==> config.mk <==
export PLATFORM = sky130hd
export DESIGN_NAME = bounded_fifo_with_search_and_cursor
export DESIGN_NICKNAME = d
export VERILOG_FILES = /design/src/rtl/bfsc_pkg.sv /design/src/rtl/bfsc_ram.sv /design/src/rtl/bounded_fifo_with_search_and_cursor.sv
export SDC_FILE = /design/constraint.sdc
export NUM_CORES = 2
export LEC_CHECK = 0
export BUFFER_PORTS_ARGS = -buffer_cell sky130_fd_sc_hd__buf_2
export CAP_MARGIN = 40
export CELL_PAD_IN_SITES_DETAIL_PLACEMENT = 0
export CELL_PAD_IN_SITES_GLOBAL_PLACEMENT = 1
export CORE_MARGIN = 2
export CORE_UTILIZATION = 46
export DETAILED_ROUTE_END_ITERATION = 16
export GPL_ROUTABILITY_DRIVEN = 0
export PLACE_DENSITY_LB_ADDON = 0.1
export SETUP_SLACK_MARGIN = 0.2
export SYNTH_ARGS = -nofsm -noshare
export SYNTH_HDL_FRONTEND = slang
export SYNTH_HIERARCHICAL = 1
export SYNTH_SLANG_ARGS = --single-unit
export TNS_END_PERCENT = 100
==> constraint.sdc <==
create_clock -name clk -period 6.1 [get_ports clk]
set_input_delay 1.22 -clock clk [delete_from_list [all_inputs] [get_ports clk]]
set_output_delay 1.22 -clock clk [all_outputs]
set_load 0.02 [all_outputs]
==> src/rtl/bfsc_pkg.sv <==
package bfsc_pkg;

	// Geometry of the entry store
	localparam int DEPTH     = 64;
	localparam int KEY_BITS  = 16;
	localparam int DATA_BITS = 32;
	localparam int PTR_W     = $clog2(DEPTH);
	localparam int CNT_W     = PTR_W + 1;
	localparam int ENTRY_W   = KEY_BITS + DATA_BITS;

	// Field widths fixed by the interface
	localparam int OP_W   = 3;
	localparam int STAT_W = 2;
	localparam int CAP_W  = 7;

	localparam logic [CAP_W-1:0] CAP_RESET = 7'd64;

	// Operation codes
	localparam logic [OP_W-1:0] OP_PUT    = 3'd0;
	localparam logic [OP_W-1:0] OP_GET    = 3'd1;
	localparam logic [OP_W-1:0] OP_REMOVE = 3'd2;
	localparam logic [OP_W-1:0] OP_FIND   = 3'd3;
	localparam logic [OP_W-1:0] OP_NEXT   = 3'd4;

	// Result status codes
	localparam logic [STAT_W-1:0] STAT_OK   = 2'd0;
	localparam logic [STAT_W-1:0] STAT_NONE = 2'd1;
	localparam logic [STAT_W-1:0] STAT_DROP = 2'd2;

	typedef struct packed {
		logic [KEY_BITS-1:0]  entry_key;
		logic [DATA_BITS-1:0] entry_data;
	} entry_t;

	typedef enum logic [2:0] {
		ST_IDLE,
		ST_EXEC,
		ST_PUT,
		ST_GET,
		ST_NEXT,
		ST_SCAN,
		ST_SHIFT,
		ST_DONE
	} state_t;

endpackage

==> src/rtl/bfsc_ram.sv <==
module bfsc_ram #(
	parameter int WIDTH = 8,
	parameter int DEPTH = 16
) (
	input  logic                     clk,
	input  logic                     we,
	input  logic [$clog2(DEPTH)-1:0] waddr,
	input  logic [WIDTH-1:0]         wdata,
	input  logic                     re,
	input  logic [$clog2(DEPTH)-1:0] raddr,
	output logic [WIDTH-1:0]         rdata
);

	logic [WIDTH-1:0] mem_q [DEPTH];
	logic [WIDTH-1:0] rdata_q;

	// Write one entry, register one read
	always_ff @(posedge clk) begin
		if (we) begin
			mem_q[waddr] <= wdata;
		end
		if (re) begin
			rdata_q <= mem_q[raddr];
		end
	end

	assign rdata = rdata_q;

endmodule

==> src/rtl/bounded_fifo_with_search_and_cursor.sv <==
// Bounded FIFO of key/data entries with key search and a round-robin cursor.
// Input channel: in_valid/in_stall carries operation, key_in, data_in; a beat
// is taken when in_valid is high and in_stall is low. Output channel:
// out_valid/out_stall carries status, key_out, data_out, entry_count; each
// input beat gives exactly one output beat, in order.
// Config channel: cfg_valid/cfg_ready writes capacity_limit from cfg_data;
// write it only while no operation is in flight. Zero or above DEPTH means
// DEPTH entries.
// Timing: a beat is taken in the idle state only, so one operation is in
// flight at a time and the next beat is taken in the cycle after the result
// loads. Put without a drop, unknown codes and any lookup on an empty queue
// go from the exec state straight to done; get, next and put with a drop
// add one entry read. Find scans the single read port of the entry RAM one
// entry a cycle. Remove adds a shift pass that moves one entry a cycle
// through that same port.
// Reset clears the pointers, count, cursor and output valid and sets the
// limit to 64; the entry RAM is not cleared. While the receiver stalls, the
// output register holds its beat; one more operation can be accepted and
// completed, then it waits until the output register frees up.
module bounded_fifo_with_search_and_cursor (
	input  logic                                clk,
	input  logic                                arst_n,
	input  logic                                in_valid,
	output logic                                in_stall,
	input  logic [bfsc_pkg::OP_W-1:0]           operation,
	input  logic [bfsc_pkg::KEY_BITS-1:0]       key_in,
	input  logic [bfsc_pkg::DATA_BITS-1:0]      data_in,
	output logic                                out_valid,
	input  logic                                out_stall,
	output logic [bfsc_pkg::STAT_W-1:0]         status,
	output logic [bfsc_pkg::KEY_BITS-1:0]       key_out,
	output logic [bfsc_pkg::DATA_BITS-1:0]      data_out,
	output logic [bfsc_pkg::CNT_W-1:0]          entry_count,
	input  logic                                cfg_valid,
	output logic                                cfg_ready,
	input  logic [bfsc_pkg::CAP_W-1:0]          cfg_data
);

	localparam int PW = bfsc_pkg::PTR_W;
	localparam int CW = bfsc_pkg::CNT_W;

	bfsc_pkg::state_t state_q, state_d;

	logic [bfsc_pkg::OP_W-1:0]      op_q;
	logic [bfsc_pkg::KEY_BITS-1:0]  key_q;
	logic [bfsc_pkg::DATA_BITS-1:0] data_q;
	logic [bfsc_pkg::CAP_W-1:0]     cap_q;
	logic [PW-1:0]                  head_q;
	logic [CW-1:0]                  occ_q;
	logic [PW-1:0]                  cur_q;
	logic [CW-1:0]                  iss_q;
	logic [PW-1:0]                  pos_q;
	logic                           chk_vld_s1;
	logic [PW-1:0]                  chk_idx_s1;

	logic [bfsc_pkg::STAT_W-1:0]    res_status_q;
	logic [bfsc_pkg::KEY_BITS-1:0]  res_key_q;
	logic [bfsc_pkg::DATA_BITS-1:0] res_data_q;

	logic                           out_valid_q;
	logic [bfsc_pkg::STAT_W-1:0]    out_status_q;
	logic [bfsc_pkg::KEY_BITS-1:0]  out_key_q;
	logic [bfsc_pkg::DATA_BITS-1:0] out_data_q;
	logic [CW-1:0]                  out_count_q;

	logic                           ram_we, ram_re;
	logic [PW-1:0]                  ram_waddr, ram_raddr;
	logic [bfsc_pkg::ENTRY_W-1:0]   ram_wdata, ram_rdata;
	bfsc_pkg::entry_t               rd_entry, new_entry;

	logic [CW-1:0] eff_lim;
	logic          drop;
	logic [PW-1:0] cur_sel;
	logic          hit, last_chk, has_next;
	logic          out_load, out_take;
	logic          rm_commit;
	logic [PW-1:0] rm_pos;
	logic [CW-1:0] occ_m1;
	logic [PW-1:0] pop_cur;

	// Effective limit and derived conditions
	always_comb begin
		if (cap_q == '0 || int'(cap_q) > bfsc_pkg::DEPTH) begin
			eff_lim = CW'(bfsc_pkg::DEPTH);
		end else begin
			eff_lim = CW'(cap_q);
		end
	end

	assign drop      = occ_q >= eff_lim;
	assign occ_m1    = occ_q - CW'(1);
	assign cur_sel   = ({1'b0, cur_q} >= occ_q) ? '0 : cur_q;
	assign pop_cur   = (occ_q == CW'(1) || cur_q == '0) ? '0 : cur_q - PW'(1);
	assign rd_entry  = bfsc_pkg::entry_t'(ram_rdata);
	assign new_entry = '{entry_key: key_q, entry_data: data_q};
	assign hit       = chk_vld_s1 && rd_entry.entry_key == key_q;
	assign last_chk  = chk_vld_s1 && {1'b0, chk_idx_s1} == occ_m1;
	assign has_next  = ({1'b0, chk_idx_s1} + CW'(1)) < occ_q;
	assign out_take  = out_valid_q && !out_stall;
	assign out_load  = (state_q == bfsc_pkg::ST_DONE) && (!out_valid_q || !out_stall);

	// Commit a removal once the gap is closed
	always_comb begin
		rm_commit = 1'b0;
		rm_pos    = pos_q;
		if (state_q == bfsc_pkg::ST_SCAN && hit && op_q == bfsc_pkg::OP_REMOVE && !has_next) begin
			rm_commit = 1'b1;
			rm_pos    = chk_idx_s1;
		end else if (state_q == bfsc_pkg::ST_SHIFT && iss_q >= occ_q && !chk_vld_s1) begin
			rm_commit = 1'b1;
		end
	end

	// State register
	always_ff @(posedge clk or negedge arst_n) begin
		if (!arst_n) begin
			state_q <= bfsc_pkg::ST_IDLE;
		end else begin
			state_q <= state_d;
		end
	end

	// Next state and RAM control
	always_comb begin
		state_d   = state_q;
		ram_re    = 1'b0;
		ram_raddr = head_q;
		ram_we    = 1'b0;
		ram_waddr = head_q + occ_q[PW-1:0];
		ram_wdata = new_entry;
		unique case (state_q)
			bfsc_pkg::ST_IDLE: begin
				if (in_valid) begin
					state_d = bfsc_pkg::ST_EXEC;
				end
			end
			bfsc_pkg::ST_EXEC: begin
				unique case (op_q)
					bfsc_pkg::OP_PUT: begin
						if (drop) begin
							ram_re  = 1'b1;
							state_d = bfsc_pkg::ST_PUT;
						end else begin
							ram_we  = 1'b1;
							state_d = bfsc_pkg::ST_DONE;
						end
					end
					bfsc_pkg::OP_GET: begin
						if (occ_q == '0) begin
							state_d = bfsc_pkg::ST_DONE;
						end else begin
							ram_re  = 1'b1;
							state_d = bfsc_pkg::ST_GET;
						end
					end
					bfsc_pkg::OP_NEXT: begin
						if (occ_q == '0) begin
							state_d = bfsc_pkg::ST_DONE;
						end else begin
							ram_re    = 1'b1;
							ram_raddr = head_q + cur_sel;
							state_d   = bfsc_pkg::ST_NEXT;
						end
					end
					bfsc_pkg::OP_REMOVE, bfsc_pkg::OP_FIND: begin
						state_d = (occ_q == '0) ? bfsc_pkg::ST_DONE : bfsc_pkg::ST_SCAN;
					end
					default: begin
						state_d = bfsc_pkg::ST_DONE;
					end
				endcase
			end
			bfsc_pkg::ST_PUT: begin
				ram_we  = 1'b1;
				state_d = bfsc_pkg::ST_DONE;
			end
			bfsc_pkg::ST_GET, bfsc_pkg::ST_NEXT: begin
				state_d = bfsc_pkg::ST_DONE;
			end
			bfsc_pkg::ST_SCAN: begin
				if (hit) begin
					if (op_q == bfsc_pkg::OP_REMOVE && has_next) begin
						state_d = bfsc_pkg::ST_SHIFT;
					end else begin
						state_d = bfsc_pkg::ST_DONE;
					end
				end else if (last_chk) begin
					state_d = bfsc_pkg::ST_DONE;
				end else if (iss_q < occ_q) begin
					ram_re    = 1'b1;
					ram_raddr = head_q + iss_q[PW-1:0];
				end
			end
			bfsc_pkg::ST_SHIFT: begin
				// Write back the entry read last cycle one slot lower
				if (chk_vld_s1) begin
					ram_we    = 1'b1;
					ram_waddr = head_q + chk_idx_s1;
					ram_wdata = ram_rdata;
				end
				if (iss_q < occ_q) begin
					ram_re    = 1'b1;
					ram_raddr = head_q + iss_q[PW-1:0];
				end else if (!chk_vld_s1) begin
					state_d = bfsc_pkg::ST_DONE;
				end
			end
			bfsc_pkg::ST_DONE: begin
				if (!out_valid_q || !out_stall) begin
					state_d = bfsc_pkg::ST_IDLE;
				end
			end
			default: begin
				state_d = bfsc_pkg::ST_IDLE;
			end
		endcase
	end

	// Control registers: pointers, count, cursor, limit, pipeline valid
	always_ff @(posedge clk or negedge arst_n) begin
		if (!arst_n) begin
			cap_q      <= bfsc_pkg::CAP_RESET;
			head_q     <= '0;
			occ_q      <= '0;
			cur_q      <= '0;
			chk_vld_s1 <= 1'b0;
		end else begin
			if (cfg_valid) begin
				cap_q <= cfg_data;
			end
			chk_vld_s1 <= 1'b0;
			unique case (state_q)
				bfsc_pkg::ST_EXEC: begin
					if (op_q == bfsc_pkg::OP_PUT && !drop) begin
						if (occ_q == '0) begin
							cur_q <= '0;
						end
						occ_q <= occ_q + CW'(1);
					end
					if (op_q == bfsc_pkg::OP_NEXT) begin
						cur_q <= cur_sel;
					end
				end
				bfsc_pkg::ST_PUT: begin
					head_q <= head_q + PW'(1);
					cur_q  <= pop_cur;
				end
				bfsc_pkg::ST_GET: begin
					head_q <= head_q + PW'(1);
					occ_q  <= occ_m1;
					cur_q  <= pop_cur;
				end
				bfsc_pkg::ST_NEXT: begin
					cur_q <= ({1'b0, cur_q} + CW'(1) < occ_q) ? cur_q + PW'(1) : '0;
				end
				bfsc_pkg::ST_SCAN, bfsc_pkg::ST_SHIFT: begin
					chk_vld_s1 <= ram_re && !(state_q == bfsc_pkg::ST_SCAN && hit);
				end
				default: begin
				end
			endcase
			// Close the gap: count drops, cursor follows
			if (rm_commit) begin
				occ_q <= occ_m1;
				if (occ_m1 == '0) begin
					cur_q <= '0;
				end else if (cur_q > rm_pos) begin
					cur_q <= cur_q - PW'(1);
				end else if (cur_q == rm_pos && {1'b0, rm_pos} >= occ_m1) begin
					cur_q <= '0;
				end
			end
		end
	end

	// Item capture, scan counters and pending result
	always_ff @(posedge clk) begin
		unique case (state_q)
			bfsc_pkg::ST_IDLE: begin
				if (in_valid) begin
					op_q   <= operation;
					key_q  <= key_in;
					data_q <= data_in;
				end
			end
			bfsc_pkg::ST_EXEC: begin
				iss_q        <= '0;
				res_status_q <= (op_q == bfsc_pkg::OP_PUT) ? bfsc_pkg::STAT_OK : bfsc_pkg::STAT_NONE;
				res_key_q    <= '0;
				res_data_q   <= '0;
			end
			bfsc_pkg::ST_PUT: begin
				res_status_q <= bfsc_pkg::STAT_DROP;
				res_key_q    <= rd_entry.entry_key;
				res_data_q   <= rd_entry.entry_data;
			end
			bfsc_pkg::ST_GET, bfsc_pkg::ST_NEXT: begin
				res_status_q <= bfsc_pkg::STAT_OK;
				res_key_q    <= rd_entry.entry_key;
				res_data_q   <= rd_entry.entry_data;
			end
			bfsc_pkg::ST_SCAN: begin
				if (hit) begin
					res_status_q <= bfsc_pkg::STAT_OK;
					res_key_q    <= rd_entry.entry_key;
					res_data_q   <= rd_entry.entry_data;
					pos_q        <= chk_idx_s1;
					iss_q        <= {1'b0, chk_idx_s1} + CW'(1);
				end else if (ram_re) begin
					chk_idx_s1 <= iss_q[PW-1:0];
					iss_q      <= iss_q + CW'(1);
				end
			end
			bfsc_pkg::ST_SHIFT: begin
				if (ram_re) begin
					chk_idx_s1 <= iss_q[PW-1:0] - PW'(1);
					iss_q      <= iss_q + CW'(1);
				end
			end
			default: begin
			end
		endcase
	end

	// Output register: hold while stalled, load when free
	always_ff @(posedge clk or negedge arst_n) begin
		if (!arst_n) begin
			out_valid_q <= 1'b0;
		end else if (out_load) begin
			out_valid_q <= 1'b1;
		end else if (out_take) begin
			out_valid_q <= 1'b0;
		end
	end

	always_ff @(posedge clk) begin
		if (out_load) begin
			out_status_q <= res_status_q;
			out_key_q    <= res_key_q;
			out_data_q   <= res_data_q;
			out_count_q  <= occ_q;
		end
	end

	bfsc_ram #(
		.WIDTH(bfsc_pkg::ENTRY_W),
		.DEPTH(bfsc_pkg::DEPTH)
	) u_entry_ram (
		.clk  (clk),
		.we   (ram_we),
		.waddr(ram_waddr),
		.wdata(ram_wdata),
		.re   (ram_re),
		.raddr(ram_raddr),
		.rdata(ram_rdata)
	);

	assign in_stall    = state_q != bfsc_pkg::ST_IDLE;
	assign cfg_ready   = 1'b1;
	assign out_valid   = out_valid_q;
	assign status      = out_status_q;
	assign key_out     = out_key_q;
	assign data_out    = out_data_q;
	assign entry_count = out_count_q;

endmodule

# Word level (Yosys, flattened, before mapping)
# Memories as Yosys holds them, arrays and structs flattened. A register that Yosys moved wholly into a read port is not among the register bits.
# Cells that the tools add are included.
[classes] n_addsub=13 order_cmp=9 eq_ne=25 n_mux=71 reduce_logical=48
[op_table] op="6-bit two-way mux" n=21
[op_table] op="48-bit two-way mux" n=2
[op_table] op="32-bit one-hot mux with 3 select lines" n=1
[op_table] op="16-bit one-hot mux with 3 select lines" n=1
[op_table] op="6-bit one-hot mux with 3 select lines" n=2
[op_table] op="7-bit two-way mux" n=5
[op_table] op="32-bit two-way mux" n=1
[op_table] op="6-bit adder" n=4
[op_table] op="3-bit two-way mux" n=8
[op_table] op="7-bit logical NOT" n=3
[op_table] op="7-bit < comparator" n=3
[op_table] op="7-bit one-hot mux with 3 select lines" n=1
[op_table] op="3-bit one-hot mux with 6 select lines" n=1
[op_table] op="1-bit two-way mux" n=17
[op_table] op="16-bit equality test" n=1
[op_table] op="16-bit two-way mux" n=1
[op_table] op="3-bit equality test (second input constant)" n=5
[op_table] op="6-bit by 1-bit adder with 7-bit output (second input constant)" n=2
[op_table] op="7-bit by 1-bit adder with 7-bit output (second input constant)" n=2
[op_table] op="6-bit by 7-bit greater-or-equal comparator with 1-bit output" n=2
[op_table] op="7-bit greater-or-equal comparator" n=2
[op_table] op="2-bit != test (second input constant)" n=7
[op_table] op="7-bit one-hot mux with 2 select lines" n=1
[op_table] op="1-bit logical AND" n=13
[op_table] op="30 further kinds" n=60
[word_totals] register_bits=208 ramBits=3072 input_bits=63 output_inout_bits=60 elab_cells=187 memories=1
[memory_table] memory="u_entry_ram.mem_q" depth=64 word_bits=48 read_ports=1 rd_clocked_by_memory_dff=1 write_ports=1 line_no="bfsc_ram.sv:14" source="logic [WIDTH-1:0] mem_q [DEPTH];"

# Logic depth before layout (Yosys ltp)
[logic_depth] word_depth=13 depth_mapped=26 depth_no_buf=22

# Cells and area by module
# Netlist, hierarchy kept.
[modules_own_cells] module="bfsc_ram" n_inst=1 cells_each=4989 area_each_um2=117674.1 seq_area_each_um2=93689.9
[modules_own_cells] module="bounded_fifo_with_search_and_cursor" n_inst=1 cells_each=903 area_each_um2=11174.5 seq_area_each_um2=6092.1

# Worst setup path after synthesis
# Ideal clock, no wire load.
[synth_path] path_kind="reg-to-reg" startpoint="reg state_q[0]" endpoint="mem u_entry_ram/mem_q[50][0] (netlist name), enable pin" setup_time_ns=0.513 arrival_time_ns=5.835 t_required_ns=5.587 setup_slack_ns=-0.248 stages_incl_launch_ff=13 path_buffers=4 period_less_slack_ns=6.348 cell_sequence="dfrtp_1 -> clkbuf_1 -> nor2_1 -> nand2_1 -> clkbuf_1 -> clkbuf_1 -> a21oi_1 -> xnor2_1 -> clkbuf_1 -> nand4b_1 -> inv_1 -> nand2_1 -> nor3_1"
[synth_via] elab_cells_between_ends=7 cone_classes="eq/ne (3); mux (4)"
[synth_lines] element="start: declaration" line_no="bounded_fifo_with_search_and_cursor.sv:42" source="bfsc_pkg::state_t state_q, state_d;"
[synth_lines] element="start signal: assignment" line_no="bounded_fifo_with_search_and_cursor.sv:117" source="state_q <= bfsc_pkg::ST_IDLE;"
[synth_lines] element="start signal: assignment" line_no="bounded_fifo_with_search_and_cursor.sv:119" source="state_q <= state_d;"
[synth_lines] element="3-bit equality test" line_no="bounded_fifo_with_search_and_cursor.sv:131" source="unique case (state_q)"
[synth_lines] element="6-bit two-way mux" line_no="bounded_fifo_with_search_and_cursor.sv:131"
[synth_lines] element="net ram_waddr[5]" line_no="bounded_fifo_with_search_and_cursor.sv:67" source="logic [PW-1:0] ram_waddr, ram_raddr;"
[synth_lines] element="end: declaration" line_no="bfsc_ram.sv:14"
# The timed path passes the listed nets, and every way through them passes these cells.

# Final worst setup path
[layout_path] startpoint="reg u_entry_ram.rdata_q[46] (netlist: u_entry_ram/rdata[46]), read port of u_entry_ram.mem_q" endpoint="reg u_entry_ram.rdata_q[0] (netlist: u_entry_ram/rdata[0]), read port of u_entry_ram.mem_q, data pin"
[layout_via] elab_chain_len=4 elab_cells_between_ends=6 cone_classes="eq/ne (1); mux (4); reduce/logical (1)"
[layout_lines] element="start: declaration" line_no="bfsc_ram.sv:15" source="logic [WIDTH-1:0] rdata_q;"
[layout_lines] element="16-bit equality test" line_no="bounded_fifo_with_search_and_cursor.sv:96" source="assign hit = chk_vld_s1 && rd_entry.entry_key == key_q;"
[layout_lines] element="1-bit logical AND" line_no="bounded_fifo_with_search_and_cursor.sv:96"
[layout_lines] element="6-bit two-way mux" line_no="bounded_fifo_with_search_and_cursor.sv:181" source="if (hit) begin"
[layout_lines] element="6-bit one-hot mux with 3 select lines" line_no="bounded_fifo_with_search_and_cursor.sv:131"
[layout_lines] element="net ram_raddr[4]" line_no="bounded_fifo_with_search_and_cursor.sv:67"
# The timed path passes the listed nets, and every way through them passes these cells.
# A chain may end at the register's enable or synchronous reset.

==> results.md <==
- Status: completed
- Reg-to-Reg Start: u_entry_ram/rdata[46]$_DFFE_PP_
- Number of synthesized register bits: 3328
- Slowest cell delay on critical path: ~690 ps
- Critical path's slowest cell: edfxtp_1
- CP Launch Point: u_entry_ram/rdata[46]$_DFFE_PP_
- Crit-path leading delay family: simple AND/OR/NAND/NOR gates
- Io pins: 123
- Max_slew headroom: between 30% and 40%
- Total number of yosys warnings: 6
- Final TNS setup: 0 ps
- DP HPWL: 218 mm
- Iteration-0 DRC Markers: 7610
- Cell count after synthesis: between 5000 and 6000
- CTS Hold Buffers Added: 0
- Period utilization: 92.0%
- Setup crit start kind: flip-flop
- Register area share after synthesis: 77.4%
- Routed Antenna Nets: 0
- Sink Count: roughly 3300
- Syn Nets: around 6000
- HP Class: input port to asynchronous set/reset pin
- Remaining DRCs: 0
- Root Driver: clkbuf_16
- Static Leak: 47.8 nW
- Pin count of the biggest net entering global routing: 65
- H-Tree Level Count: 5
- Footprint of the flip-flops and latches: ~100000 um^2
- Core area: 279000 um^2
- Critical path arrival: 6240 ps
- Slew @ Worst Pin: 921 ps
- Worst EP required: 6730 ps
- First-pass GRT wire length: 521 mm
- Clock Skew: 63.0 ps
- DIE HEIGHT: 533 um
- Final Hold Viols: 0
- Multi-input gate area: about 28000 um^2
- Nets@finish: 6675
- Detailed Routing Iterations Pass 1: 5
- Worst-path clk slew: 50 ps
- Clock tree from TritonCTS: yes
- RSZ-0062 raised after global routing: false
- Critical path buffers and inverters: 4
- CP Cell Sequence: xnor2_1 > buf_4 > nand2_1 > or4_1 > or4_4 > and2_1 > nand2_2 > a21boi_1 > buf_4 > a21oi_1 > o21ai_4 > buf_4 > nand2b_1 > buf_4 > o22ai_1 > nor2_1
- Crit. End Element: flip-flop
- Crit path time final: 5610 ps
- Syn avg cell area: 21.9 um^2
- Die area: 284000 um^2
- Die Span X: approximately 530 um
- Power density over cell area: 585 nW/um^2
- CTS Buf Count: 351
- Setup Viol. Count Final: 0
- Post-layout util: 53.8%
- Share of layout cells above drive strength 1: 29.7%
- Drt wl/cell: 35.5 um
- Via density: slightly above 6
- Slew Viols, Final: 0
- GRT overflow: 0
- Total track usage: 26.2%
- Clk_lat worst skew: 950 ps
- Fin cells: 10500
- Cell Rows: ~190
- Synth unique cells: 77
- Bufs on Longest Clock Path: 4
- Fillers: 21300
- Dpl cell area: 139000 um^2
- Vias after detailed routing: 65300
- Final instance area: 150000 um^2
- Max frequency: 178 MHz
- Post-CTS Setup Inserts: 0
- Leading register cell type out of synthesis: edfxtp_1
- Starting Density: 46.2%
- Layout Area Growth over Synthesis: 16.4%
- Crit-path max FO: 10
- Placed cell count: between 9000 and 10000
- Port buffer count: 121
- Critical path type: flip-flop to flip-flop
- Initial antenna violation count: 23
- Vias in the first global route: between 60000 and 70000
- Maximum Capacitance Violations: 0
- Worst path most repeated cell: buf_4
- PostCTS Resize Cnt: 0
- Post-synth EDFFs: 3297
- Synth Cell Area: 129000 um^2
- VDD IR max: 614 uV
- Final WL: 374 mm
- Asr flop ratio synth: 0.931%
[layout make-up]
| cell class | count | area share, % |
|---|---|---|
| antenna | 7 | 0.0117 |
| clock buffer | 443 | 6.16 |
| clock inverter | 184 | 1.12 |
| inverter | 44 | 0.110 |
| multi-input combinational | 2201 | 18.6 |
| sequential | 3328 | 66.5 |
| tap | 3724 | 3.11 |
| timing repair buffer | 604 | 4.32 |
[state kept, by name, indices dropped and copies added, names as in the netlist, 3 cells and up]
| signal | count |
|---|---|
| u_entry_ram/mem_q | 3072 |
| u_entry_ram/rdata | 48 |
| data_out | 32 |
| data_q | 32 |
| res_data_q | 32 |
| key_out | 16 |
| key_q | 16 |
| res_key_q | 16 |
| cap_q | 7 |
| entry_count | 7 |
| iss_q | 7 |
| occ_q | 7 |
| chk_idx_s1 | 6 |
| cur_q | 6 |
| head_q | 6 |
| pos_q | 6 |
| op_q | 3 |
| state_q | 3 |
[through the flow]
step | power (W) | hold WS (ps) | setup WS (ps)
5_1_grt | 0.0914 | 163 | 295
2_1_floorplan | 0.0529 | 400 | -167
3_5_place_dp | 0.0679 | 405 | 426
3_3_place_gp | 0.0676 | 403 | 114
4_1_cts | 0.0884 | 128 | 401
6_report | 0.0877 | 189 | 488
[cells by family (layout without fill, tap and decap cells)]
group,count (synthesis),after routing,share of synthesized area (%)
AO/OA/AOI/OAI,644,644,3.53
adder cells (fa/ha/maj),82,82,0.820
buffers and inverters,363,1275,1.37
XOR/XNOR,77,77,0.545
AND/OR/NAND/NOR,492,492,1.88
multiplexers,905,905,14.4
flip-flops,3328,3328,77.4
other,1,8,0.00291
[worst paths after layout]
path,endpoint,slack [ps],cells past startpoint
max,u_entry_ram/rdata[0]$_DFFE_PP_,490,16
min,occ_q[2]$_DFFE_PN0P_,190,1
max reg2reg,u_entry_ram/rdata[0]$_DFFE_PP_,490,16
min reg2reg,data_out[16]$_DFFE_PP_,420,0
max in group asynchronous,head_q[3]$_DFFE_PN0P_,5470,2
min in group clk,data_out[16]$_DFFE_PP_,420,0
[synthesized netlist by cell type (4+ instances only)]
cell type / n / area, um^2
a22oi_1: 68 / 510
a22o_1: 59 / 517
nand3_1: 25 / 125
or2_2: 6 / 37.5
a21o_1: 14 / 105
buf_4: 57 / 428
nor4_1: 6 / 37.5
a21oi_1: 132 / 661
nor2_1: 164 / 616
o2bb2ai_1: 6 / 52.6
o21bai_1: 5 / 37.5
clkbuf_1: 164 / 616
buf_6: 14 / 158
a221oi_1: 86 / 753
a211oi_1: 34 / 255
o211ai_1: 4 / 30.0
or3b_2: 4 / 35.0
nand4_1: 18 / 113
nand2b_1: 19 / 119
o221ai_1: 28 / 245
a311oi_1: 14 / 123
nand3b_1: 7 / 52.6
fa_1: 4 / 80.1
mux2i_1: 73 / 731
dfrtp_1: 30 / 751
buf_2: 64 / 320
mux4_2: 752 / 16900
edfxtp_1: 3297 / 99000
a31oi_1: 6 / 37.5
o21ai_0: 37 / 185
nor3_1: 27 / 135
xnor2_1: 47 / 412
ha_1: 78 / 976
a31o_2: 6 / 52.6
and2_1: 12 / 75.1
nor2b_1: 81 / 507
and3_1: 5 / 31.3
buf_1: 20 / 75.1
xor2_1: 28 / 245
or4_1: 5 / 37.5
o22ai_1: 118 / 738
nand2_1: 99 / 372
inv_1: 41 / 154
mux2_2: 80 / 901
[report_power, final]
group	switching, W	total (W)	leakage [nW]	internal (W)
logic	0.0213	0.0390	12.4	0.0177
registers	0.000849	0.0282	30.1	0.0273
clock network	0.00889	0.0205	5.33	0.0117
[layer usage]
layer	track usage [%]	part of all wire [%]
met1	37.0	41
met2	42.8	49
met3	3.82	6.8
met4	7.31	2.8
met5	0	0.0035
[layout by cell type (no fill, tap or decap), types with 8 or more instances in the layout]
cell / n
edfxtp_1: 3297
mux4_2: 752
clkbuf_16: 356
buf_4: 312
buf_12: 155
a21oi_1: 127
buf_2: 121
o22ai_1: 118
nor2_1: 108
nand2_1: 96
clkbuf_1: 87
a221oi_1: 86
mux2_2: 80
nor2b_1: 77
ha_1: 77
mux2i_1: 72
clkinv_1: 71
a22oi_1: 68
clkinv_2: 60
a22o_1: 59
nor2_4: 56
xnor2_1: 47
inv_1: 41
o21ai_0: 35
a211oi_1: 34
dfrtp_1: 30
xor2_1: 28
o221ai_1: 28
nand3_1: 25
bufinv_16: 21
nand4_1: 18
nor3_1: 17
nand2b_1: 17
buf_16: 15
a21o_1: 14
a311oi_1: 14
and2_1: 10
clkinvlp_4: 8
Power figures use the tool's default switching activity.
